$ cat src/sv/assert_macros.svh
// assertion helpers for the rtl
`ifndef ASSERT_MACROS_SVH
`define ASSERT_MACROS_SVH

// same-cycle implication, disabled while reset is low
`define ASSERT_SAME(label, clk, rst_n, ante, cons) \
    label: assert property (@(posedge clk) disable iff (!rst_n) (ante) |-> (cons)) \
        else $error("same-cycle check failed");

// next-cycle implication, disabled while reset is low
`define ASSERT_NEXT(label, clk, rst_n, ante, cons) \
    label: assert property (@(posedge clk) disable iff (!rst_n) (ante) |=> (cons)) \
        else $error("next-cycle check failed");

`endif

$ cat src/sv/twqa_pkg.sv
package twqa_pkg;

    localparam int QUEUE_DEPTH_DEF = 16;
    localparam int ID_WIDTH_DEF    = 16;

    localparam int LIMIT_W  = 4;
    localparam int KIND_W   = 2;
    localparam int STATUS_W = 2;

    localparam logic [LIMIT_W-1:0] LIMIT_RESET = 4'd3;

    // item kinds on the input tuser
    typedef enum logic [KIND_W-1:0] {
        KIND_ENQ_NORMAL = 2'd0,
        KIND_ENQ_PRIO   = 2'd1,
        KIND_SERVICE    = 2'd2
    } t_kind;

    // result codes on the output tuser
    typedef enum logic [STATUS_W-1:0] {
        ST_PRIORITY = 2'd0,
        ST_NORMAL   = 2'd1,
        ST_WAIT     = 2'd2,
        ST_REJECT   = 2'd3
    } t_status;

    // queue command from the arbiter
    typedef struct packed {
        logic push;
        logic pop;
    } t_q_ctrl;

    // queue occupancy flags back to the arbiter
    typedef struct packed {
        logic full;
        logic empty;
    } t_q_status;

endpackage

$ cat src/sv/twqa_ram.sv
module twqa_ram #(
    parameter int WIDTH = 16,
    parameter int DEPTH = 16
) (
    input  logic                     i_clk,
    input  logic                     i_wr_en,
    input  logic [$clog2(DEPTH)-1:0] i_wr_addr,
    input  logic [WIDTH-1:0]         i_wr_data,
    input  logic                     i_rd_en,
    input  logic [$clog2(DEPTH)-1:0] i_rd_addr,
    output logic [WIDTH-1:0]         o_rd_data
);

    logic [WIDTH-1:0] r_mem [DEPTH];
    logic [WIDTH-1:0] r_rd_data;

    always_ff @(posedge i_clk) begin
        if (i_wr_en) begin
            r_mem[i_wr_addr] <= i_wr_data;
        end
        if (i_rd_en) begin
            r_rd_data <= r_mem[i_rd_addr];
        end
    end

    assign o_rd_data = r_rd_data;

endmodule

$ cat src/sv/twqa_queue.sv
module twqa_queue #(
    parameter int DEPTH    = twqa_pkg::QUEUE_DEPTH_DEF,
    parameter int ID_WIDTH = twqa_pkg::ID_WIDTH_DEF
) (
    input  logic                i_clk,
    input  logic                i_rst_n,
    input  twqa_pkg::t_q_ctrl   i_ctrl,
    input  logic [ID_WIDTH-1:0] i_push_id,
    output twqa_pkg::t_q_status o_status,
    output logic [ID_WIDTH-1:0] o_head_id
);

    import twqa_pkg::*;

    localparam int PTR_W = $clog2(DEPTH);
    localparam int CNT_W = $clog2(DEPTH + 1);

    logic [PTR_W-1:0] r_head, n_head;
    logic [PTR_W-1:0] r_tail, n_tail;
    logic [CNT_W-1:0] r_count, n_count;

    // wrap for depths that are not a power of two
    function automatic logic [PTR_W-1:0] ptr_inc(input logic [PTR_W-1:0] p);
        ptr_inc = (p == PTR_W'(DEPTH - 1)) ? '0 : p + PTR_W'(1);
    endfunction

    always_comb begin
        n_head  = i_ctrl.pop  ? ptr_inc(r_head) : r_head;
        n_tail  = i_ctrl.push ? ptr_inc(r_tail) : r_tail;
        n_count = r_count;
        if (i_ctrl.push && !i_ctrl.pop) begin
            n_count = r_count + CNT_W'(1);
        end else if (i_ctrl.pop && !i_ctrl.push) begin
            n_count = r_count - CNT_W'(1);
        end
    end

    always_ff @(posedge i_clk) begin
        if (!i_rst_n) begin
            r_head  <= '0;
            r_tail  <= '0;
            r_count <= '0;
        end else begin
            r_head  <= n_head;
            r_tail  <= n_tail;
            r_count <= n_count;
        end
    end

    assign o_status.full  = (r_count == CNT_W'(DEPTH));
    assign o_status.empty = (r_count == '0);

    // head entry is read on pop and held until the next pop
    twqa_ram #(
        .WIDTH(ID_WIDTH),
        .DEPTH(DEPTH)
    ) u_store (
        .i_clk    (i_clk),
        .i_wr_en  (i_ctrl.push),
        .i_wr_addr(r_tail),
        .i_wr_data(i_push_id),
        .i_rd_en  (i_ctrl.pop),
        .i_rd_addr(r_head),
        .o_rd_data(o_head_id)
    );

endmodule

$ cat src/sv/two_queue_weighted_priority_arbiter.sv
// a result shows on the master side in the cycle after its item is accepted
// throughput: one item per cycle, held back only while a result waits on i_m_tready
// latency set by the single result register, each queue store read in that same cycle
// reset (i_rst_n low, synchronous): both queues empty, streak cleared, burst limit 3
// queue stores are not cleared; only entries written since reset are ever read
module two_queue_weighted_priority_arbiter #(
    parameter int QUEUE_DEPTH = twqa_pkg::QUEUE_DEPTH_DEF,
    parameter int ID_WIDTH    = twqa_pkg::ID_WIDTH_DEF
) (
    input  logic                                  i_clk,
    input  logic                                  i_rst_n,
    // slave side
    input  logic                                  i_s_tvalid,
    output logic                                  o_s_tready,
    input  logic [((ID_WIDTH + 7) / 8) * 8 - 1:0] i_s_tdata,  // ticket_id
    input  logic [twqa_pkg::KIND_W-1:0]           i_s_tuser,  // kind
    // master side
    output logic                                  o_m_tvalid,
    input  logic                                  i_m_tready,
    output logic [((ID_WIDTH + 7) / 8) * 8 - 1:0] o_m_tdata,  // served_id
    output logic [twqa_pkg::STATUS_W-1:0]         o_m_tuser,  // status
    // burst limit register write
    input  logic                                  i_cfg_valid,
    output logic                                  o_cfg_ready,
    input  logic [twqa_pkg::LIMIT_W-1:0]          i_cfg_data
);

    import twqa_pkg::*;

    `include "assert_macros.svh"

    localparam int DATA_W = ((ID_WIDTH + 7) / 8) * 8;

    // configuration and arbitration state
    logic [LIMIT_W-1:0] r_burst_limit;
    logic [LIMIT_W-1:0] r_streak, n_streak;

    // result register; a served id of a service comes from the queue read register
    logic                r_out_valid, n_out_valid;
    t_status             r_status, n_status;
    logic [ID_WIDTH-1:0] r_reject_id, n_reject_id;

    logic                accept;
    t_kind               kind;
    logic [ID_WIDTH-1:0] in_id;
    logic                has_result;
    logic                normal_first;
    logic                take_normal;
    t_q_ctrl             prio_ctrl, norm_ctrl;
    t_q_status           prio_stat, norm_stat;
    logic [ID_WIDTH-1:0] prio_head, norm_head;
    logic [ID_WIDTH-1:0] served_id;

    // the register port never stalls
    assign o_cfg_ready = 1'b1;

    // the next item goes in when the result slot is free or being emptied
    assign o_s_tready = !r_out_valid || i_m_tready;
    assign accept     = i_s_tvalid && o_s_tready;
    assign kind       = t_kind'(i_s_tuser);
    assign in_id      = i_s_tdata[ID_WIDTH-1:0];

    // streak at or past the limit hands the turn to a waiting normal ticket
    assign normal_first = (r_streak >= r_burst_limit);
    assign take_normal  = normal_first ? !norm_stat.empty : prio_stat.empty;

    always_comb begin
        prio_ctrl   = '0;
        norm_ctrl   = '0;
        has_result  = 1'b0;
        n_status    = r_status;
        n_reject_id = r_reject_id;
        n_streak    = r_streak;
        if (accept) begin
            case (kind)
                KIND_ENQ_NORMAL: begin
                    if (norm_stat.full) begin
                        has_result  = 1'b1;
                        n_status    = ST_REJECT;
                        n_reject_id = in_id;
                    end else begin
                        norm_ctrl.push = 1'b1;
                    end
                end
                KIND_ENQ_PRIO: begin
                    if (prio_stat.full) begin
                        has_result  = 1'b1;
                        n_status    = ST_REJECT;
                        n_reject_id = in_id;
                    end else begin
                        prio_ctrl.push = 1'b1;
                    end
                end
                KIND_SERVICE: begin
                    has_result = 1'b1;
                    if (prio_stat.empty && norm_stat.empty) begin
                        n_status = ST_WAIT;
                    end else if (take_normal) begin
                        norm_ctrl.pop = 1'b1;
                        n_status      = ST_NORMAL;
                        n_streak      = '0;
                    end else begin
                        prio_ctrl.pop = 1'b1;
                        n_status      = ST_PRIORITY;
                        // saturate so normal tickets are never starved
                        n_streak      = (r_streak < r_burst_limit) ?
                                        r_streak + LIMIT_W'(1) : r_burst_limit;
                    end
                end
                default: begin
                    // unused kind code: dropped quietly
                end
            endcase
        end
        n_out_valid = accept ? has_result : (r_out_valid && !i_m_tready);
    end

    always_ff @(posedge i_clk) begin
        if (!i_rst_n) begin
            r_burst_limit <= LIMIT_RESET;
            r_streak      <= '0;
            r_out_valid   <= 1'b0;
        end else begin
            if (i_cfg_valid) begin
                r_burst_limit <= i_cfg_data;
            end
            r_streak    <= n_streak;
            r_out_valid <= n_out_valid;
        end
    end

    // payload, no reset needed
    always_ff @(posedge i_clk) begin
        r_status    <= n_status;
        r_reject_id <= n_reject_id;
    end

    twqa_queue #(
        .DEPTH   (QUEUE_DEPTH),
        .ID_WIDTH(ID_WIDTH)
    ) u_prio_q (
        .i_clk    (i_clk),
        .i_rst_n  (i_rst_n),
        .i_ctrl   (prio_ctrl),
        .i_push_id(in_id),
        .o_status (prio_stat),
        .o_head_id(prio_head)
    );

    twqa_queue #(
        .DEPTH   (QUEUE_DEPTH),
        .ID_WIDTH(ID_WIDTH)
    ) u_norm_q (
        .i_clk    (i_clk),
        .i_rst_n  (i_rst_n),
        .i_ctrl   (norm_ctrl),
        .i_push_id(in_id),
        .o_status (norm_stat),
        .o_head_id(norm_head)
    );

    // served id picked by the registered status
    always_comb begin
        case (r_status)
            ST_PRIORITY: served_id = prio_head;
            ST_NORMAL:   served_id = norm_head;
            ST_REJECT:   served_id = r_reject_id;
            default:     served_id = '0;
        endcase
    end

    assign o_m_tvalid = r_out_valid;
    assign o_m_tuser  = r_status;
    assign o_m_tdata  = DATA_W'(served_id);

    // a queue is never popped while empty nor pushed while full
    `ASSERT_SAME(a_no_bad_pop, i_clk, i_rst_n, prio_ctrl.pop || norm_ctrl.pop, !(prio_ctrl.pop ? prio_stat.empty : norm_stat.empty))
    `ASSERT_SAME(a_no_bad_push, i_clk, i_rst_n, prio_ctrl.push || norm_ctrl.push, !(prio_ctrl.push ? prio_stat.full : norm_stat.full))
    // a priority service leaves the streak within the limit
    `ASSERT_NEXT(a_streak_sat, i_clk, i_rst_n, prio_ctrl.pop && !i_cfg_valid, r_streak <= r_burst_limit)
    // a normal service clears the streak
    `ASSERT_NEXT(a_streak_clr, i_clk, i_rst_n, norm_ctrl.pop, r_streak == '0)

endmodule

$ cat config.mk
export PLATFORM = sky130hd
export DESIGN_NAME = two_queue_weighted_priority_arbiter
export DESIGN_NICKNAME = d
export VERILOG_FILES = /design/src/sv/twqa_pkg.sv /design/src/sv/twqa_ram.sv /design/src/sv/twqa_queue.sv /design/src/sv/two_queue_weighted_priority_arbiter.sv
export VERILOG_INCLUDE_DIRS = /design/src /design/src/sv
export SDC_FILE = /design/constraint.sdc
export NUM_CORES = 1
export LEC_CHECK = 0
export ABC_CLOCK_PERIOD_IN_PS = 7000
export BUFFER_PORTS_ARGS = -buffer_cell sky130_fd_sc_hd__buf_2
export CAP_MARGIN = 25
export CORE_MARGIN = 1.5
export CORE_UTILIZATION = 50
export DETAILED_ROUTE_END_ITERATION = 8
export MAX_ROUTING_LAYER = met4
export PLACE_DENSITY = 0.66
export SETUP_SLACK_MARGIN = 0.15
export SYNTH_ARGS = -nofsm -noshare
export SYNTH_HDL_FRONTEND = slang
export SYNTH_HIERARCHICAL = 1
export SYNTH_SLANG_ARGS = --single-unit
$ cat constraint.sdc
create_clock -name i_clk -period 7 [get_ports i_clk]
set_input_delay 1.4 -clock i_clk [delete_from_list [all_inputs] [get_ports i_clk]]
set_output_delay 1.4 -clock i_clk [all_outputs]
set_load 0.01 [all_outputs]
### After elaboration in Yosys (flattened, before gate mapping)

Memory sizes are Yosys's and may differ from the RTL's. A register that Yosys moved wholly into a read port is not among the register bits.
Cells that the tools add are included.

* register bits after elaboration: 53
* memory bits (writable): 512
* input port bits: 27
* output and inout port bits: 21
* logic and storage cells: 103
* memories: 2

* add/subtract/negate cells: 9
* magnitude comparators: 2
* equality and inequality tests: 12
* multiplexer cells: 40
* bitwise gates (word level): 1
* reduce and logical (&&, ||, !) cells: 26

Memory list
* u_norm_q.u_store.r_mem: depth 16, width 16, rd ports 1, clocked after memory_dff 1, wr ports 1, line twqa_ram.sv:14 `logic [WIDTH-1:0] r_mem [DEPTH];`
* u_prio_q.u_store.r_mem: depth 16, width 16, rd ports 1, clocked after memory_dff 1, wr ports 1, line twqa_ram.sv:14

Operator list (number)
* $pmux 16 s3: 1
* $mux 16: 2
* $pmux 16 s2: 1
* $mux 4: 6
* $add 4x1->4 const B: 5
* $mux 5: 4
* $mux 1: 19
* $eq 4x4->1 const B: 4
* $add 5x1->5 const B: 2
* $eq 5x5->1 const B: 2
* $logic_not 5->1: 2
* $mux 2: 5
* $sub 5x1->5 const B: 2
* $reduce_and 4->1: 2
* $logic_and 1x1->1: 7
* $logic_not 1->1: 7
* $pmux 2 s3: 1
* $reduce_bool 2->1: 3
* $eq 2x1->1 const B: 2
* $eq 2x2->1 const B: 2
* $ge 4x4->1: 1
* $logic_not 2->1: 2
* $lt 4x4->1: 1
* $ne 2x2->1 const B: 2
* 5 further kinds: 5

### Longest topological paths before layout

* word-level depth: 11
* mapped depth: 15
* gate-level depth less buffers: 15

### By module

Netlist, hierarchy kept.

By module, submodules not included
* twqa_ram (u_prio_q.u_store): instances 1, cells each 432, area each 10203.5 sq um, seq. area each 8167.8 sq um
* twqa_ram (u_norm_q.u_store): instances 1, cells each 432, area each 10202.3 sq um, seq. area each 8167.8 sq um
* two_queue_weighted_priority_arbiter: instances 1, cells each 151, area each 1527.7 sq um, seq. area each 720.7 sq um
* twqa_queue: instances 2, cells each 83, area each 728.2 sq um, seq. area each 260.2 sq um

### Worst setup path before layout

OpenSTA, ideal clock, no wires.

* path kind: in2reg
* start: input i_m_tready
* end: memory u_prio_q.u_store.r_mem[0][0], enable pin
* setup time: 409 ps
* data arrival time: 4271 ps
* data required time: 6591 ps
* setup slack: 2320 ps
* cell stages on the path: 6
* buffers on the path: 0
* cells stage by stage: nor2b_1 -> inv_1 -> nand2_2 -> nor4b_1 -> or3b_2 -> nor3_1

RTL lines
* from (decl): line two_queue_weighted_priority_arbiter.sv:19 `input logic i_m_tready,`
* to (decl): line twqa_ram.sv:14

==> impl_summary.log <==
[metrics] setup fix buffers added after clock tree synthesis: 0
[metrics] post-synthesis async set-or-reset flop share: 0%
[metrics] number of gates on the worst path with buffers counted: 11
[metrics] met1 GRT Util: 30.59%
[metrics] Max-Cap Viols: 0
[metrics] Setup WS pre-CTS: 2373 ps
[metrics] number of vias after detailed routing: 11.56k
[metrics] global-route wire length before repair: 72690 µm
[metrics] Root Buffer Master: clkbuf_16
[metrics] ordered list of cells on the worst path: buf_2, nand3b_1, or2_2, nor2_2, inv_1, ha_1, fa_1, nand2b_1, a21oi_1, mux2i_1, mux2i_1
[metrics] worst relative slew slack: 33.03%
[metrics] hold path start: u_norm_q/r_count[4]
[metrics] full die area: 48090 µm²
[metrics] Die Wd: 219.3 µm
[metrics] most frequent cell on the critical path: mux2i_1
[metrics] layout net count: 1319
[metrics] static leakage power: 0.008453 µW
[metrics] setup violation total in the final timing report: 0
[metrics] Remaining DRCs: 0
[metrics] Pins Over Slew Limit: 0
[metrics] number of search-and-repair iterations in the first detailed-routing pass: 5
[metrics] flip-flop cell with the highest count after synthesis: edfxtp_1
[metrics] fraction of met3 tracks used by global routing: 3.562%
[metrics] min setup slack post-route: 2960 ps
[metrics] number of antenna-violating nets in the routed design: 0
[metrics] Finished Core Util: 56.92%
[metrics] maximum number of pins on one net before global-route repair: 69
[metrics] most heavily used metal layer in global routing: met2
[metrics] share of synthesized area occupied by flip-flops and latches: 75.15%
[metrics] Worst Setup End Kind: flip-flop
[metrics] TritonCTS Sinks: 597
[metrics] number of H-tree levels: 2
[metrics] Avg WL per Cell: 25.86 µm
[metrics] CTS hold repair buffers: 0
[metrics] number of nets produced by synthesis: 1227
[metrics] leading cell types by count after synthesis: 562 x edfxtp_1, 108 x mux4_2, 72 x nand2_1
[metrics] post-synthesis instance area: 23390 µm²
[metrics] most used standard cell by instance count after synthesis: edfxtp_1
[metrics] Yosys top cell by area: edfxtp_1
[metrics] final count of hold timing violations: 0
[metrics] crit path buf inv count: 2
[metrics] starting density of the core: 50.45%
[metrics] critical path arrival: 4560 ps
[metrics] GR met2 Demand/Resource: 32.89%
[metrics] Critical Setup Path Class: in -> reg
[metrics] antenna fix cells: 0
[metrics] Min Clock Period, post-route: 4040 ps
[metrics] placer's final routability congestion estimate: 0.8406
[metrics] Fin Setup TNS: 0 ps
[metrics] count of synthesis-stage warnings from yosys: 6
[metrics] mean cell area of the mapped netlist: 19.81 µm²
[metrics] number of antenna violations at the first check in global routing: 0
[metrics] Clock Pin Slew Worst Setup and Hold Paths: 60 ps
[metrics] fill cell count: 3393
[metrics] critical path's slowest cell: nor2_2
[metrics] I/O pins: 48
[metrics] ratio of cells with drive above 1 in the final layout: 24.07%
[metrics] Critical path origin: i_s_tuser[0]
[metrics] Post-synth EDFFs: 562
[metrics] launching point of the worst reg2reg path: u_norm_q/r_count[0]
[metrics] critical path required time: 7520 ps
[metrics] DRC marker count from the first detailed-route iteration: 1089
[metrics] largest cells by area after synthesis: edfxtp_1 72%, mux4_2 10%, dfxtp_1 3.0%, mux4_1 2.2%, a22oi_1 2.1%
[metrics] length in cells of the worst reg-to-reg path: 12
[metrics] number of buffers created by CTS: 57
[metrics] setup repair after global routing missed its margin: false
[metrics] critical path fanouts, max: 21
[metrics] global-route congestion overflow total: 0
[metrics] HP Class: reg -> reg
[metrics] post-synth cell types: 52
[metrics] Tcrit/Tclk final: 57.72%
[metrics] WL final: 49850 µm
[metrics] layout-stage area growth over the synthesis result: 12.81%
[metrics] core area: 46360 µm²
[metrics] delay contributed by the slowest stage of the critical path: 770 ps
[metrics] final HPWL from detailed placement: 28080 µm
[metrics] peak supply drop: 215.2 µV
[metrics] cell count after synthesis: 1181
[metrics] post-cts sizing count: 0
[metrics] worst setup skew after layout: 29.41 ps
[metrics] num rows: 79
[metrics] vias per cell: 5.997
[metrics] family with the most delay on the worst path: simple AND/OR/NAND/NOR gates
[metrics] worst skew pair latency: 610 ps
[metrics] hold-critical path depth: 2
[metrics] global-route total usage across every layer: 21.70%
[metrics] flip-flop and latch count after synthesis: 597
[metrics] count of buffers from port buffering: 46
[metrics] outcome: completed
[metrics] share of the synthesized area in the top cell type: 72.15%
[metrics] clock tree from TritonCTS: done
[metrics] buffer depth of the longest clock path: 3
[metrics] crit path launch type: input pin
[metrics] slew of the pin with the lowest slew margin: 1000 ps
[metrics] via count of the first global-routing pass: 11.19k
[metrics] Die Ht: 219.3 µm
[metrics] PwrDens: 285.2 nW/µm²
[metrics] achievable frequency: 247.5 MHz
-- logic make-up (layout without fill, tap and decap cells) --
group,after synthesis,count (layout),synth area share [%]
buffers and inverters,72,212,1.605
DFF,597,597,75.15
AOI/OAI and AO/OA,122,122,3.552
muxes,160,160,14.03
xor gates and xnor gates,10,10,0.3745
adders and majority gates,19,19,1.081
other,1,1,0.01603
and+or+nand+nor,200,200,4.199
-- routing by layer --
| metal | share of wire, % | vias to the layer above |
|---|---|---|
| li1 | - | 5011 |
| met1 | 43 | 6065 |
| met2 | 48 | 414 |
| met3 | 6.9 | 73 |
| met4 | 2.2 | 0 |
| met5 | 0 | - |
-- sequential cells by signal (all words and copies together) (netlist names) --
name,cells
o_m_tuser,2
o_m_tvalid,1
r_burst_limit,4
r_reject_id,16
r_streak,4
u_norm_q/r_count,5
u_norm_q/r_head,4
u_norm_q/r_tail,4
u_norm_q/u_store/o_rd_data,16
u_norm_q/u_store/r_mem,256
u_prio_q/r_count,5
u_prio_q/r_head,4
u_prio_q/r_tail,4
u_prio_q/u_store/o_rd_data,16
u_prio_q/u_store/r_mem,256
-- stage by stage --
stage | instances | cell area [µm²] | hold WS, ps | power (µW)
3_3_place_gp | 1821 | 24460 | 470.7 | 4470
3_5_place_dp | 1821 | 24460 | 474.5 | 4480
4_1_cts | 1928 | 26390 | 484.2 | 7591
5_1_grt | 1928 | 26390 | 521.4 | 7760
6_report | 1928 | 26390 | 487.7 | 7526
2_1_floorplan | 1181 | 23390 | 454.7 | 4327
-- layout make-up --
type,count,area [µm²],area share [%]
repair buffers,88,545.5,2.067
flip-flops and latches,597,17590,66.65
well taps,607,759.5,2.878
multi-input cells,512,5508,20.87
clock buffers,77,1614,6.117
inverters,17,63.81,0.2418
clock inverters,30,309.0,1.171
-- power by group --
part	total [µW]	switching [µW]	internal [µW]
combinational	405	233	172
sequential	4000	48.6	3950
clock	3130	1290	1840
-- worst register-to-register path: cells and delay by family (launching register included) --
family / cells / cell delay (ps)
fa+ha+maj: 2 / 700
mux: 2 / 430
compound gates: 3 / 500
simple gates: 4 / 1720
buf+inv: 1 / 210
flops: 1 / 340
-- placed cells by master (no fill, tap or decap), types with 22 or more instances in the layout --
cell       count
nand2_1       72
clkbuf_16     59
edfxtp_1     562
and2_1        22
o21ai_0       27
mux2i_1       30
mux4_2       108
nor2_1        35
buf_2         46
dfxtp_1       31
buf_4         42
a22oi_1       64
-- worst paths after layout --
path / slack (ps) / to
max: 2960 / u_prio_q/r_count[4]
min: 490 / u_norm_q/r_count[4]
max reg2reg: 3020 / u_prio_q/r_count[4]
min reg2reg: 490 / u_norm_q/r_count[4]
(Power assumes the default switching activity.)
